[src/hw/rtl/dwws_pkg.sv]
// Shared types and constants for the display window write serializer.
// No dependencies; imported by the front, queue, back and checker files.
`default_nettype none

package dwws_pkg;

   localparam int QUEUE_DEPTH_DEFAULT = 2;

   localparam logic [7:0] CMD_COLUMN_SET   = 8'h2A;
   localparam logic [7:0] CMD_PAGE_SET     = 8'h2B;
   localparam logic [7:0] CMD_MEMORY_WRITE = 8'h2C;
   localparam logic [7:0] CMD_ACCESS_CTRL  = 8'h36;

   typedef enum logic [1:0] {
      KIND_WINDOW = 2'd0,
      KIND_PIXEL  = 2'd1,
      KIND_ORIENT = 2'd2,
      KIND_NONE   = 2'd3
   } kind_type;

   typedef struct packed {
      kind_type   kind;
      logic [8:0] col_start;
      logic [8:0] col_end;
      logic [8:0] row_start;
      logic [8:0] row_end;
      logic [7:0] byte0;
      logic [7:0] byte1;
      logic [7:0] byte2;
   } desc_type;

endpackage

`default_nettype wire

[src/hw/rtl/dwws_front.sv]
// Front end: accepts request transactions, holds the orientation register,
// and turns each request of a used type into a descriptor for the queue. Uses dwws_pkg.
`default_nettype none

module dwws_front (
   input  wire logic              clock,
   input  wire logic              reset,
   input  wire logic              csr_we,
   input  wire logic [1:0]        csr_wdata,
   input  wire logic              req_valid,
   output logic                   req_ready,
   input  wire logic [1:0]        req_type,
   input  wire logic [8:0]        req_col_start,
   input  wire logic [8:0]        req_col_end,
   input  wire logic [8:0]        req_row_start,
   input  wire logic [8:0]        req_row_end,
   input  wire logic [15:0]       req_pixel,
   input  wire logic              q_full,
   output logic                   q_push,
   output dwws_pkg::desc_type     q_desc
);
   import dwws_pkg::*;

   logic [1:0] orient_ff;
   logic [1:0] orient_in;
   logic [7:0] orient_code;

   always_comb begin
      orient_in = csr_we ? csr_wdata : orient_ff;
   end

   always_ff @(posedge clock) begin
      if (reset) begin
         orient_ff <= 2'd0;
      end else begin
         orient_ff <= orient_in;
      end
   end

   always_comb begin
      case (orient_ff)
         2'd0:    orient_code = 8'h48;
         2'd1:    orient_code = 8'h88;
         2'd2:    orient_code = 8'h28;
         default: orient_code = 8'hE8;
      endcase
   end

   always_comb begin
      q_desc.col_start = req_col_start;
      q_desc.col_end   = req_col_end;
      q_desc.row_start = req_row_start;
      q_desc.row_end   = req_row_end;
      q_desc.byte0     = {req_pixel[15:11], req_pixel[15], 2'b00};
      q_desc.byte1     = {req_pixel[10:5], 2'b00};
      q_desc.byte2     = {req_pixel[4:0], req_pixel[4], 2'b00};
      case (kind_type'(req_type))
         KIND_WINDOW: q_desc.kind = KIND_WINDOW;
         KIND_PIXEL:  q_desc.kind = KIND_PIXEL;
         KIND_ORIENT: begin
            q_desc.kind  = KIND_ORIENT;
            q_desc.byte0 = orient_code;
         end
         default: q_desc.kind = KIND_NONE;
      endcase
   end

   // An unused request type is accepted and dropped without a queue entry.
   assign req_ready = !q_full;
   assign q_push    = req_valid && !q_full && (q_desc.kind != KIND_NONE);

endmodule

`default_nettype wire

[src/hw/rtl/dwws_queue.sv]
// Short descriptor queue between the front end and the byte sequencer.
// Uses dwws_pkg for the descriptor type.
`default_nettype none

module dwws_queue #(
   parameter int DEPTH = dwws_pkg::QUEUE_DEPTH_DEFAULT
) (
   input  wire logic              clock,
   input  wire logic              reset,
   input  wire logic              push,
   input  wire dwws_pkg::desc_type push_desc,
   output logic                   full,
   input  wire logic              pop,
   output logic                   not_empty,
   output dwws_pkg::desc_type     head_desc
);
   import dwws_pkg::*;

   localparam int PTR_W = (DEPTH > 1) ? $clog2(DEPTH) : 1;
   localparam int CNT_W = $clog2(DEPTH + 1);

   desc_type           entry_ff [DEPTH];
   logic [PTR_W-1:0]   wr_ptr_ff, wr_ptr_in;
   logic [PTR_W-1:0]   rd_ptr_ff, rd_ptr_in;
   logic [CNT_W-1:0]   count_ff, count_in;

   always_comb begin
      wr_ptr_in = wr_ptr_ff;
      rd_ptr_in = rd_ptr_ff;
      count_in  = count_ff;
      if (push) begin
         wr_ptr_in = (wr_ptr_ff == PTR_W'(DEPTH - 1)) ? '0 : wr_ptr_ff + 1'b1;
      end
      if (pop) begin
         rd_ptr_in = (rd_ptr_ff == PTR_W'(DEPTH - 1)) ? '0 : rd_ptr_ff + 1'b1;
      end
      if (push && !pop) begin
         count_in = count_ff + 1'b1;
      end else if (pop && !push) begin
         count_in = count_ff - 1'b1;
      end
   end

   always_ff @(posedge clock) begin
      if (reset) begin
         wr_ptr_ff <= '0;
         rd_ptr_ff <= '0;
         count_ff  <= '0;
      end else begin
         wr_ptr_ff <= wr_ptr_in;
         rd_ptr_ff <= rd_ptr_in;
         count_ff  <= count_in;
      end
   end

   always_ff @(posedge clock) begin
      if (push) begin
         entry_ff[wr_ptr_ff] <= push_desc;
      end
   end

   assign full      = (count_ff == CNT_W'(DEPTH));
   assign not_empty = (count_ff != '0);
   assign head_desc = entry_ff[rd_ptr_ff];

endmodule

`default_nettype wire

[src/hw/rtl/dwws_back.sv]
// Back end: steps through the current descriptor one byte per cycle into
// the registered response stage while it is not stalled. Uses dwws_pkg.
`default_nettype none

module dwws_back (
   input  wire logic              clock,
   input  wire logic              reset,
   input  wire logic              q_not_empty,
   input  wire dwws_pkg::desc_type q_head,
   output logic                   q_pop,
   output logic                   rsp_valid,
   input  wire logic              rsp_ready,
   output logic [7:0]             rsp_out_byte,
   output logic                   rsp_is_data,
   output logic                   rsp_run_last
);
   import dwws_pkg::*;

   desc_type   cur_ff, cur_in;
   logic       cur_valid_ff, cur_valid_in;
   logic [3:0] step_ff, step_in;
   logic       out_valid_ff, out_valid_in;
   logic [7:0] out_byte_ff, out_byte_in;
   logic       out_data_ff, out_data_in;
   logic       out_last_ff, out_last_in;

   logic       advance;
   logic [7:0] sel_byte;
   logic       sel_data;
   logic       sel_last;

   always_comb begin
      sel_byte = 8'h00;
      sel_data = 1'b1;
      sel_last = 1'b0;
      case (cur_ff.kind)
         KIND_WINDOW: begin
            case (step_ff)
               4'd0: begin
                  sel_byte = CMD_COLUMN_SET;
                  sel_data = 1'b0;
               end
               4'd1:    sel_byte = {7'd0, cur_ff.col_start[8]};
               4'd2:    sel_byte = cur_ff.col_start[7:0];
               4'd3:    sel_byte = {7'd0, cur_ff.col_end[8]};
               4'd4:    sel_byte = cur_ff.col_end[7:0];
               4'd5: begin
                  sel_byte = CMD_PAGE_SET;
                  sel_data = 1'b0;
               end
               4'd6:    sel_byte = {7'd0, cur_ff.row_start[8]};
               4'd7:    sel_byte = cur_ff.row_start[7:0];
               4'd8:    sel_byte = {7'd0, cur_ff.row_end[8]};
               4'd9:    sel_byte = cur_ff.row_end[7:0];
               default: begin
                  sel_byte = CMD_MEMORY_WRITE;
                  sel_data = 1'b0;
                  sel_last = 1'b1;
               end
            endcase
         end
         KIND_PIXEL: begin
            case (step_ff)
               4'd0:    sel_byte = cur_ff.byte0;
               4'd1:    sel_byte = cur_ff.byte1;
               default: begin
                  sel_byte = cur_ff.byte2;
                  sel_last = 1'b1;
               end
            endcase
         end
         default: begin
            if (step_ff == 4'd0) begin
               sel_byte = CMD_ACCESS_CTRL;
               sel_data = 1'b0;
            end else begin
               sel_byte = cur_ff.byte0;
               sel_last = 1'b1;
            end
         end
      endcase
   end

   assign advance = cur_valid_ff && (!out_valid_ff || rsp_ready);
   assign q_pop   = q_not_empty && (!cur_valid_ff || (advance && sel_last));

   always_comb begin
      cur_in       = cur_ff;
      cur_valid_in = cur_valid_ff;
      step_in      = step_ff;
      out_byte_in  = out_byte_ff;
      out_data_in  = out_data_ff;
      out_last_in  = out_last_ff;
      out_valid_in = out_valid_ff && !rsp_ready;
      if (advance) begin
         out_valid_in = 1'b1;
         out_byte_in  = sel_byte;
         out_data_in  = sel_data;
         out_last_in  = sel_last;
         step_in      = step_ff + 1'b1;
         if (sel_last) begin
            cur_valid_in = 1'b0;
            step_in      = 4'd0;
         end
      end
      if (q_pop) begin
         cur_in       = q_head;
         cur_valid_in = 1'b1;
         step_in      = 4'd0;
      end
   end

   always_ff @(posedge clock) begin
      if (reset) begin
         cur_valid_ff <= 1'b0;
         step_ff      <= 4'd0;
         out_valid_ff <= 1'b0;
      end else begin
         cur_valid_ff <= cur_valid_in;
         step_ff      <= step_in;
         out_valid_ff <= out_valid_in;
      end
   end

   always_ff @(posedge clock) begin
      cur_ff      <= cur_in;
      out_byte_ff <= out_byte_in;
      out_data_ff <= out_data_in;
      out_last_ff <= out_last_in;
   end

   assign rsp_valid    = out_valid_ff;
   assign rsp_out_byte = out_byte_ff;
   assign rsp_is_data  = out_data_ff;
   assign rsp_run_last = out_last_ff;

endmodule

`default_nettype wire

[src/hw/rtl/display_window_write_serializer.sv]
// Top level of the display window write serializer.
// Instantiates dwws_front, dwws_queue and dwws_back; uses dwws_pkg.
//
// Each request transaction becomes a run of bytes for a serial TFT panel,
// each tagged command or data, the final byte of a run flagged last. A
// window request yields 11 bytes, a pixel request 3, an orientation request
// 2, and an unused request type none. The back end's response register
// delivers one byte per cycle while the consumer is ready; the front end
// keeps accepting requests while the descriptor queue (QUEUE_DEPTH
// entries) has room. A request's first byte passes through the queue
// entry, the current descriptor register and the response register.
`default_nettype none

module display_window_write_serializer #(
   parameter int QUEUE_DEPTH = dwws_pkg::QUEUE_DEPTH_DEFAULT
) (
   input  wire logic        clock,
   input  wire logic        reset,
   input  wire logic        csr_we,
   input  wire logic [1:0]  csr_wdata,
   input  wire logic        req_valid,
   output logic             req_ready,
   input  wire logic [1:0]  req_type,
   input  wire logic [8:0]  req_col_start,
   input  wire logic [8:0]  req_col_end,
   input  wire logic [8:0]  req_row_start,
   input  wire logic [8:0]  req_row_end,
   input  wire logic [15:0] req_pixel,
   output logic             rsp_valid,
   input  wire logic        rsp_ready,
   output logic [7:0]       rsp_out_byte,
   output logic             rsp_is_data,
   output logic             rsp_run_last
);
   import dwws_pkg::*;

   desc_type push_desc;
   desc_type head_desc;
   logic     q_push;
   logic     q_full;
   logic     q_pop;
   logic     q_not_empty;

   dwws_front u_front (
      .clock         (clock),
      .reset         (reset),
      .csr_we        (csr_we),
      .csr_wdata     (csr_wdata),
      .req_valid     (req_valid),
      .req_ready     (req_ready),
      .req_type      (req_type),
      .req_col_start (req_col_start),
      .req_col_end   (req_col_end),
      .req_row_start (req_row_start),
      .req_row_end   (req_row_end),
      .req_pixel     (req_pixel),
      .q_full        (q_full),
      .q_push        (q_push),
      .q_desc        (push_desc)
   );

   dwws_queue #(
      .DEPTH (QUEUE_DEPTH)
   ) u_queue (
      .clock     (clock),
      .reset     (reset),
      .push      (q_push),
      .push_desc (push_desc),
      .full      (q_full),
      .pop       (q_pop),
      .not_empty (q_not_empty),
      .head_desc (head_desc)
   );

   dwws_back u_back (
      .clock        (clock),
      .reset        (reset),
      .q_not_empty  (q_not_empty),
      .q_head       (head_desc),
      .q_pop        (q_pop),
      .rsp_valid    (rsp_valid),
      .rsp_ready    (rsp_ready),
      .rsp_out_byte (rsp_out_byte),
      .rsp_is_data  (rsp_is_data),
      .rsp_run_last (rsp_run_last)
   );

endmodule

`default_nettype wire

[config.mk]
export PLATFORM = sky130hd
export DESIGN_NAME = display_window_write_serializer
export DESIGN_NICKNAME = d
export VERILOG_FILES = /design/src/hw/rtl/dwws_pkg.sv /design/src/hw/rtl/dwws_front.sv /design/src/hw/rtl/dwws_queue.sv /design/src/hw/rtl/dwws_back.sv /design/src/hw/rtl/display_window_write_serializer.sv
export SDC_FILE = /design/constraint.sdc
export NUM_CORES = 1
export LEC_CHECK = 0
export BUFFER_PORTS_ARGS = -buffer_cell sky130_fd_sc_hd__buf_4
export CAP_MARGIN = 40
export CELL_PAD_IN_SITES_DETAIL_PLACEMENT = 0
export CELL_PAD_IN_SITES_GLOBAL_PLACEMENT = 1
export CORE_UTILIZATION = 53
export DETAILED_ROUTE_END_ITERATION = 10
export MAX_ROUTING_LAYER = met4
export PLACE_DENSITY_LB_ADDON = 0.08
export SLEW_MARGIN = 20
export SYNTH_ARGS = -nofsm -noshare
export SYNTH_HDL_FRONTEND = slang
export SYNTH_SLANG_ARGS = --single-unit
[constraint.sdc]
create_clock -name clock -period 10.1 [get_ports clock]
set_clock_uncertainty 0.15 [all_clocks]
set_input_delay 1.01 -clock clock [delete_from_list [all_inputs] [get_ports clock]]
set_output_delay 1.01 -clock clock [all_outputs]
set_load 0.05 [all_outputs]
### Yosys cells after proc, flatten, opt, wreduce, memory -nomap -nowiden

Memory sizes are Yosys's and may differ from the RTL's. A register that Yosys moved wholly into a read port is not among the register bits.
Index checks and enable logic that the tools add are counted.

* register bits: 38
* bits in writable memories: 116
* input bits: 61
* output and inout port bits: 12
* logic and storage cells: 87
* memories: 1

* add/subtract/negate cells: 5
* eq/ne operators: 16
* multiplexer cells: 24
* reductions and logical operators: 29

Memories
* u_queue.entry_ff: words 2, bits a word 58, rd ports 1, clocked after memory_dff 1, write ports 1, line dwws_queue.sv:22 `desc_type entry_ff [DEPTH];`

Operators by type and width (number)
* case mux 8 bit (10 select lines): 1
* case mux 8 bit (2 select lines): 2
* case mux 8 bit (3 select lines): 1
* equality test 4 x 3 -> 1 bit, second input constant: 4
* 2-to-1 mux 8 bit: 2
* 2-to-1 mux 1 bit: 12
* OR reduction 10 bit: 1
* equality test 4 x 2 -> 1 bit, second input constant: 2
* equality test 4 bit, second input constant: 2
* logical AND 1 bit: 8
* nonzero test 2 bit: 4
* OR reduction 8 bit: 1
* equality test 2 x 1 -> 1 bit, second input constant: 3
* equality test 2 bit, second input constant: 3
* zero test 1 bit: 6
* zero test 2 bit: 3
* case mux 2 bit (3 select lines): 1
* adder 4 x 1 -> 4 bit, second input constant: 1
* equality test 4 x 1 -> 1 bit, second input constant: 1
* zero test 4 bit: 1
* 2-to-1 mux 2 bit: 2
* 2-to-1 mux 4 bit: 1
* case mux 1 bit (2 select lines): 2
* OR reduction 2 bit: 2
* other kinds (6): 8

### Logic depth before layout (Yosys ltp)

Gate-level depths: netlist of run 1.

* word-level depth: 10
* gate-level depth with buffers: 12
* depth with buffers taken out: 11

### Cells and area by module

A second synthesis of run 1 with hierarchy kept.

* cell total of the unflattened synthesis: 525
* area total of the unflattened synthesis: 8570.7 µm²

Modules (own cells, without submodules)
* dwws_queue: times used 1, cells an instance 215, area each 4704.5 µm²
* dwws_back: times used 1, cells an instance 228, area each 3240.6 µm²
* dwws_front: times used 1, cells an instance 82, area each 625.6 µm²

### Worst setup path after synthesis of run 1

OpenSTA, ideal clock, no wires.

* path type: reg2reg
* start point: register u_back.step_ff[0]
* end point: register u_queue.count_ff[1]
* data arrival time: 4.348 ns
* setup slack: 5.532 ns
* cell stages (with the launch flop): 12
* path buffers: 1
* cells stage by stage: dfxtp_1 -> inv_1 -> ha_1 -> nor2b_1 -> clkbuf_1 -> a211o_1 -> or4b_4 -> a21oi_2 -> inv_1 -> ha_1 -> or3_1 -> a21oi_1

* longest elaborated chain between the ends: 10
* elaborated cells between the ends (all ways): 24

RTL lines
* start, declared: line dwws_back.sv:21 `logic [3:0] step_ff, step_in;`
* start signal, assigned: line dwws_back.sv:120 `step_ff <= step_in;`
* equality test 4 x 2 -> 1 bit, or another cell as far along: line dwws_back.sv:38 `case (step_ff)`
* OR reduction 10 bit (no line) or OR reduction 2 bit (tied branches)
* 2-to-1 mux 1 bit (on tied branches): line dwws_back.sv:38, dwws_back.sv:63
* case mux 1 bit (2 select lines) (*): line dwws_back.sv:36 `case (cur_ff.kind)`
* logical AND 1 bit (*): line dwws_back.sv:85 `assign q_pop = q_not_empty && (!cur_valid_ff || (advance && sel_last));`
* logical OR 1 bit (*): line dwws_back.sv:85
* logical AND 1 bit (*): line dwws_back.sv:85
* net q_pop: line display_window_write_serializer.sv:41 `logic q_pop;`
* zero test 1 bit: line dwws_queue.sv:37 `if (push && !pop) begin`
* logical AND 1 bit: line dwws_queue.sv:37
* 2-to-1 mux 2 bit or nonzero test 2 bit (tied branches)
* end signal, assigned: line dwws_queue.sv:52 `count_ff <= count_in;`
* end, declared: line dwws_queue.sv:25 `logic [CNT_W-1:0] count_ff, count_in;`

Mark *: on every way through the listed nets, which the timed path passes. The rest lies on a longest branch.
A chain may end at the register's enable or synchronous reset.

### Worst setup path in the final report of run 1

* start point: register u_back.step_ff[1]
* end point: register u_queue.count_ff[1]

The elaborated chain is that of the path after synthesis.

==> qor.tcl, run 1 <==
set qor(run_status) {complete, no violations}
set qor(antenna_found_initial) 0
set qor(clock.fmax_mhz) 252
set qor(grt_start_max_net_pins) 58
set qor(cts_hold_buffers) 0
set qor(number_of_global_route_vias_before_repair) 3735
set qor(setup_ws_ns) 6.14
set qor(htree_levels) 4
set qor(synth.yosys.warnings) 0
set qor(clock_path_buffers) 2
set qor(globalRouteMet3Util_pct) 3.74
set qor(dpl_worst_slack_ns) 5.96
set qor(power_report.internal_total_uw) 1620
set qor(drv_cap) 0
set qor(post_synth.cell_area_avg_um2) 16.7
set qor(avgRoutedWirePerCell_um) 18.1
set qor(timing.critical_path.to_type) {register}
set qor(grt_busiest_layer) {met2}
set qor(layout.nets) 579
set qor(irDropWorstVdd_v) 0.000132
set qor(synth.top_cell.area_share_pct) 72.1
set qor(number_of_synthesized_flops_with_an_enable_pin) 175
set qor(min-delay-path-class) {reg2reg}
set qor(switching_power_uw) 671
set qor(number_of_synthesized_register_bits) 187
set qor(fin_crit_ns) 3.96
set qor(vias) 3795
set qor(fp.coreArea_um2) 13300
set qor(first_iter_violations) 186
set qor(cts_resized) 0
set qor(timing_hold_violations_final) 0
set qor(gr-usage-all-layers_pct) 19.8
set qor(clk_pin_slew_ns) 0.07
set qor(combinationalPowerShare_pct) 22.7
set qor(ys.flop_type) {sky130_fd_sc_hd__edfxtp_1}
set qor(grt.met1_usage_pct) 27.0
set qor(dr.pass1.iters) 4
set qor(die-area_um2) 14200
set qor(postLayoutCoreUtil_pct) 64.2
set qor(critical_path_required_ns) 10.30
set qor(routabilityCongestion) 0.845
set qor(worst-path-max-fanout) 57
set qor(tritoncts.num_buffers) 17
set qor(initial_utilization_pct) 54.6
set qor(period_share_pct) 39.2
set qor(power.switching_fraction_pct) 29.2
set qor(die_span_in_y_um) 119
set qor(insertion_delay_ns) 0.42
set qor(viasPerCell) 5.43
set qor(timing.critical_path.arrival_ns) 4.17
set qor(crit_type) {reg2reg}
set qor(syn_inst) 437
set qor(final_non_filler_cells) 699
set qor(yosys.area.top_type) {sky130_fd_sc_hd__edfxtp_1}
set qor(die_width_um) 119
set qor(worst_slew_margin_rel_pct) 49.3
set qor(synth.lib_cells_used.distinct) 48
set qor(clkSinkCount) 187
set qor(tightest_slew_ns) 0.761
set qor(post_cts_buffers) 0
set qor(synth_area_leaders) {sky130_fd_sc_hd__edfxtp_1 72%, sky130_fd_sc_hd__mux2_2 8.7%, sky130_fd_sc_hd__dfxtp_1 3.3%}
set qor(place_inst) 666
set qor(antennaDiodeCount) 0
set qor(hold_ws_ns) 0.351
set qor(maxSlewViolCount) 0
set qor(ant_nets) 0
set qor(drt_drc_violations_left) 0
set qor(drive_gt1_share_pct) 32.1
set qor(grtUsageMet2_pct) 29.5
set qor(area.growth.synth_to_final_pct) 17.5
set qor(power.leakage_uw) 0.00301
set qor(design.portCount) 73
set qor(setup_viol) 0
set qor(crit_path_start_kind) {register}
set qor(unrepaired_setup_endpoints_after_global_routing) {false}
set qor(row_count) 42
set qor(share_seq_of_total_power_pct) 50.5
set qor(power.share.clock_pct) 26.8
set qor(global_route_wire_length_before_repair_um) 20100
set qor(ys_async_sr_fraction_pct) 0
set qor(hpwl_um) 8180
set qor(synth_sequential_area_ratio_pct) 75.4
set qor(totalNegativeSetupSlack_ns) 0
set qor(synth_nets) 506
set qor(port_buffers) 72
set qor(grt_overflow_total) 0
set qor(post_synth_instance_area_um2) 7290
set qor(power_per_cell_area_nw_per_um2) 268
set qor(cts_tree) {yes}
set qor(totalWireLength_um) 12600
set qor(clockRootBuffer) {sky130_fd_sc_hd__clkbuf_16}
## cells by family (layout without fill, tap and decap cells)
group / count (synthesis) / after routing / synth area share (%)
AO/OA/AOI/OAI: 69 / 69 / 6.47
XOR/XNOR: 5 / 5 / 0.601
adder cells (fa/ha/maj): 8 / 8 / 1.37
buffers and inverters: 32 / 118 / 1.79
flip-flops: 187 / 187 / 75.4
multiplexers: 61 / 61 / 9.36
AND/OR/NAND/NOR: 75 / 75 / 5.00
## critical path, cell delays in order, from the launching register on
cell	delay, ns
sky130_fd_sc_hd__dfxtp_1	0.39
sky130_fd_sc_hd__inv_1	0.10
sky130_fd_sc_hd__ha_1	0.42
sky130_fd_sc_hd__a21o_1	0.25
sky130_fd_sc_hd__a211o_1	0.33
sky130_fd_sc_hd__or4b_4	0.55
sky130_fd_sc_hd__a21oi_4	0.15
sky130_fd_sc_hd__buf_4	0.60
sky130_fd_sc_hd__inv_1	0.11
sky130_fd_sc_hd__ha_1	0.35
sky130_fd_sc_hd__or3_1	0.36
sky130_fd_sc_hd__a21oi_1	0.14
## cells in the final DEF (no fill, tap or decap), types with 3 or more instances in the layout
cell,instances
sky130_fd_sc_hd__dfxtp_1,11
sky130_fd_sc_hd__mux2i_1,4
sky130_fd_sc_hd__mux2_2,56
sky130_fd_sc_hd__nand2_1,13
sky130_fd_sc_hd__xor2_1,3
sky130_fd_sc_hd__nor2_1,27
sky130_fd_sc_hd__a21oi_1,9
sky130_fd_sc_hd__nand3_1,9
sky130_fd_sc_hd__nand2b_1,7
sky130_fd_sc_hd__a31oi_1,4
sky130_fd_sc_hd__buf_4,76
sky130_fd_sc_hd__nor2b_1,4
sky130_fd_sc_hd__o21ai_0,14
sky130_fd_sc_hd__a22oi_1,12
sky130_fd_sc_hd__and2_1,4
sky130_fd_sc_hd__clkbuf_16,17
sky130_fd_sc_hd__edfxtp_1,175
sky130_fd_sc_hd__ha_1,8
sky130_fd_sc_hd__clkinv_2,3
sky130_fd_sc_hd__o22ai_1,5
sky130_fd_sc_hd__clkinv_4,3
sky130_fd_sc_hd__a211oi_1,4
sky130_fd_sc_hd__inv_1,9
## sequential cells by signal, summed over array words and instances (netlist names)
name / flops
u_back.cur_valid_ff: 1
u_queue.rd_ptr_ff: 1
u_back.rsp_run_last: 1
u_front.orient_ff: 2
u_back.cur_ff: 55
u_back.rsp_out_byte: 8
u_queue.wr_ptr_ff: 1
u_back.step_ff: 4
u_back.rsp_valid: 1
u_queue.entry_ff: 110
u_back.rsp_is_data: 1
u_queue.count_ff: 2
## metal layers
| layer | share of wire [%] | vias up |
|---|---|---|
| met5 | 0 | - |
| met4 | 1.6 | 0 |
| met3 | 3.5 | 14 |
| met2 | 48 | 83 |
| met1 | 47 | 1865 |
| li1 | - | 1833 |
## synth_stat cells, drive strengths merged, types with 2 or more instances
library cell	n
edfxtp	175
mux2	57
nor2	27
clkbuf	20
o21ai	14
nand2	13
a22oi	12
dfxtp	12
a21oi	10
inv	9
nand3	9
ha	8
nand2b	7
and2	5
nor2b	5
o22ai	5
a211oi	4
a31oi	4
mux2i	4
buf	3
xor2	3
a221o	2
a221oi	2
a311oi	2
a32oi	2
and3	2
o211ai	2
or2	2
xnor2	2
## path summary, 6_finish.rpt
| check | from | end | slack (ns) | cells past startpoint |
|---|---|---|---|---|
| min | u_back.cur_valid_ff$_SDFFE_PP0P_ | u_back.rsp_valid$_SDFF_PP0_ | 0.35 | 2 |
| max reg2reg | u_back.step_ff[1]$_SDFFE_PP0P_ | u_queue.count_ff[1]$_SDFFE_PP0P_ | 6.14 | 11 |
| min reg2reg | u_back.cur_valid_ff$_SDFFE_PP0P_ | u_back.rsp_valid$_SDFF_PP0_ | 0.35 | 2 |
| max | u_back.step_ff[1]$_SDFFE_PP0P_ | u_queue.count_ff[1]$_SDFFE_PP0P_ | 6.14 | 11 |
## cell type report
class | instances | area, um2
tap | 176 | 220
sequential | 187 | 5500
timing repair buffer | 77 | 586
clock buffer | 19 | 433
multi-input combinational | 218 | 1680
clock inverter | 13 | 119
inverter | 9 | 33.8
fill | 1008 | 4780
## power groups by stage
stage               Clock (uW)  Sequential [uW]  Combinational, uW
floorplan                    0             1200                334
global placement             0             1170                516
detailed placement           0             1180                522
CTS                        629             1160                527
global route               656             1180                570
finish                     615             1160                521
## metrics by stage
step           cell area [um2]  total power [uW]
6_report                  8570              2300
5_1_grt                   8570              2400
4_1_cts                   8550              2320
3_5_place_dp              8000              1700
3_3_place_gp              8000              1690
2_1_floorplan             7290              1530
(Power assumes the default switching activity.)
==> inputs of run 2 (changes only) <==
Settings changed: CORE_UTILIZATION 53 to 50.
Clock period 10.1 ns to 3.96 ns, I/O delays scaled along.
==> qor.tcl, run 2 (synthesis results as in run 1) <==
set qor(run_status) {complete, no violations}
set qor(clk_pin_slew_ns) 0.06
set qor(design.portCount) 73
set qor(place_inst) 673
set qor(rr_worst_depth) 10
set qor(drt_drc_violations_left) 0
set qor(fillers) 999
set qor(row_count) 43
set qor(final_non_filler_cells) 753
set qor(die-area_um2) 15100
set qor(largest_register_ff_count) 110
set qor(gr-usage-all-layers_pct) 19.3
set qor(clockRootBuffer) {sky130_fd_sc_hd__clkbuf_16}
set qor(fin_total_pwr_uw) 5980
set qor(global_route_wire_length_before_repair_um) 20400
set qor(timing.critical_path.arrival_ns) 3.52
set qor(initial_utilization_pct) 51.9
set qor(timing.critical_path.to_type) {register}
set qor(cts_tree) {yes}
set qor(first_iter_violations) 325
set qor(ff2ff_setup_slack_ns) 0.64
set qor(routabilityCongestion) 0.826
set qor(crit_path_start_kind) {register}
set qor(viasPerCell) 5.32
set qor(clock.fmax_mhz) 301
set qor(die_width_um) 123
set qor(multi_input_gate_area_um2) 1680
set qor(worst_slew_margin_rel_pct) 49.4
set qor(number_of_global_route_vias_before_repair) 4015
set qor(commonest_non_fill_non_tap_cell_in_the_layout) {sky130_fd_sc_hd__edfxtp_1}
set qor(register_area_um2) 5500
set qor(regMostFlops) {u_queue.entry_ff}
set qor(period_share_pct) 83.8
set qor(power_per_cell_area_nw_per_um2) 656
set qor(grt_start_max_net_pins) 57
set qor(totalNegativeSetupSlack_ns) 0
set qor(irDropWorstVdd_v) 0.000383
set qor(crit_type) {reg2reg}
set qor(power.leakage_uw) 0.00323
set qor(layout.nets) 629
set qor(totalWireLength_um) 12900
set qor(area.growth.synth_to_final_pct) 25.2
set qor(antennaDiodeCount) 0
set qor(hpwl_um) 8150
set qor(fin_crit_ns) 3.32
set qor(fp.coreArea_um2) 14000
set qor(port_buffers) 72
set qor(ant_nets) 0
set qor(setup_viol) 0
set qor(antenna_found_initial) 0
set qor(die_span_in_y_um) 123
set qor(drive_gt1_share_pct) 29.7
set qor(critical_path_required_ns) 4.16
set qor(dr.pass1.iters) 4
set qor(unrepaired_setup_endpoints_after_global_routing) {false}
set qor(tightest_slew_ns) 0.759
set qor(clock_path_buffers) 2
set qor(drv_cap) 0
set qor(crit_end) {u_queue.count_ff[1]$_SDFFE_PP0P_}
set qor(insertion_delay_ns) 0.42
set qor(critical_path.reg2reg.endpoint) {u_queue.count_ff[1]$_SDFFE_PP0P_}
set qor(vias) 4003
set qor(startpoint) {u_back.step_ff[1]$_SDFFE_PP0P_}
set qor(most_used_cells_in_the_layout_excluding_fill_and_tap_cells) {175 x sky130_fd_sc_hd__edfxtp_1, 77 x sky130_fd_sc_hd__buf_4, 56 x sky130_fd_sc_hd__mux2_2}
set qor(maxSlewViolCount) 0
set qor(avgRoutedWirePerCell_um) 17.1
set qor(grt_overflow_total) 0
set qor(timing_hold_violations_final) 0
set qor(tritoncts.num_buffers) 17
set qor(htree_levels) 4
set qor(worstHoldPathCells) 1
set qor(cts_resized) 0
set qor(min-delay-path-class) {in2reg}
set qor(clkSinkCount) 187
set qor(worst-path-max-fanout) 18
set qor(worst_r2r_startpoint) {u_back.step_ff[1]$_SDFFE_PP0P_}
run 2: cell count changes in the layout (fill, tap and decap cells not counted), sizes merged:
| cell | previous run | this run |
|---|---|---|
| clkbuf | 19 | 18 |
| bufinv | 1 | 2 |
| clkinvlp | 2 | 4 |
| dlygate4sd3 | 0 | 47 |
| buf | 77 | 80 |
| clkinv | 7 | 5 |
run 2: power breakdown:
group / total (uW) / switching (uW) / internal (uW) / leakage (uW)
logic: 1410 / 831 / 575 / 0.00124
clock network: 1630 / 701 / 930 / 0.000267
registers: 2940 / 192 / 2750 / 0.00173
run 2: metrics by stage:
stage,utilization [%],area (um2),setup slack [ns],hold WS (ns)
2_1_floorplan,-,7300,-0.000619,0.310
3_3_place_gp,57.3,8050,0.732,0.354
3_5_place_dp,57.3,8050,0.658,0.348
4_1_cts,64.7,9080,0.646,0.00329
5_1_grt,65.0,9120,0.475,0.0150
6_report,65.0,9120,0.641,0.0349
run 2: worst min path at each step:
| stage | to | slack, ns | from |
|---|---|---|---|
| final | u_queue.entry_ff[1][56]$_DFFE_PP_ | 0.03 | req_type[0] |
| after global routing | u_queue.entry_ff[1][56]$_DFFE_PP_ | 0.01 | req_type[0] |
| after CTS | u_queue.entry_ff[1][36]$_DFFE_PP_ | 0.003 | req_row_start[7] |
| after detailed placement | u_back.rsp_valid$_SDFF_PP0_ | 0.35 | u_back.cur_valid_ff$_SDFFE_PP0P_ |
| after global placement | u_queue.count_ff[1]$_SDFFE_PP0P_ | 0.35 | u_queue.count_ff[1]$_SDFFE_PP0P_ |
| after floorplan | u_back.rsp_valid$_SDFF_PP0_ | 0.31 | u_back.cur_valid_ff$_SDFFE_PP0P_ |
run 2: layout make-up:
class	count	share of cell area, %
Clock inverter	14	1.58
Tap cell	180	2.47
Clock buffer	18	4.70
Multi-Input combinational cell	218	18.4
Inverter	9	0.370
Sequential cell	187	60.3
Timing Repair Buffer	127	12.2
run 2: critical path: stages, from the launching register on:
cell and delay (ns):
sky130_fd_sc_hd__dfxtp_1 0.38, sky130_fd_sc_hd__inv_1 0.09, sky130_fd_sc_hd__ha_1 0.42, sky130_fd_sc_hd__a21o_1 0.25
sky130_fd_sc_hd__a211o_1 0.33, sky130_fd_sc_hd__or4b_4 0.55, sky130_fd_sc_hd__a21oi_4 0.20, sky130_fd_sc_hd__inv_1 0.06
sky130_fd_sc_hd__ha_1 0.31, sky130_fd_sc_hd__or3_1 0.35, sky130_fd_sc_hd__a21oi_1 0.16
run 2: metal layers:
layer | global-route usage (%) | vias to the layer above | wire (um)
li1 | - | 1934 | -
met1 | 25.0 | 1977 | 6100
met2 | 29.6 | 82 | 6220
met3 | 5.02 | 10 | 460
met4 | 6.63 | 0 | 108
met5 | - | - | 0
run 2: repair_timing:
item,in CTS,in global routing
buffers inserted,0,0
endpoints found under the hold margin,90,1
hold buffers,46,1
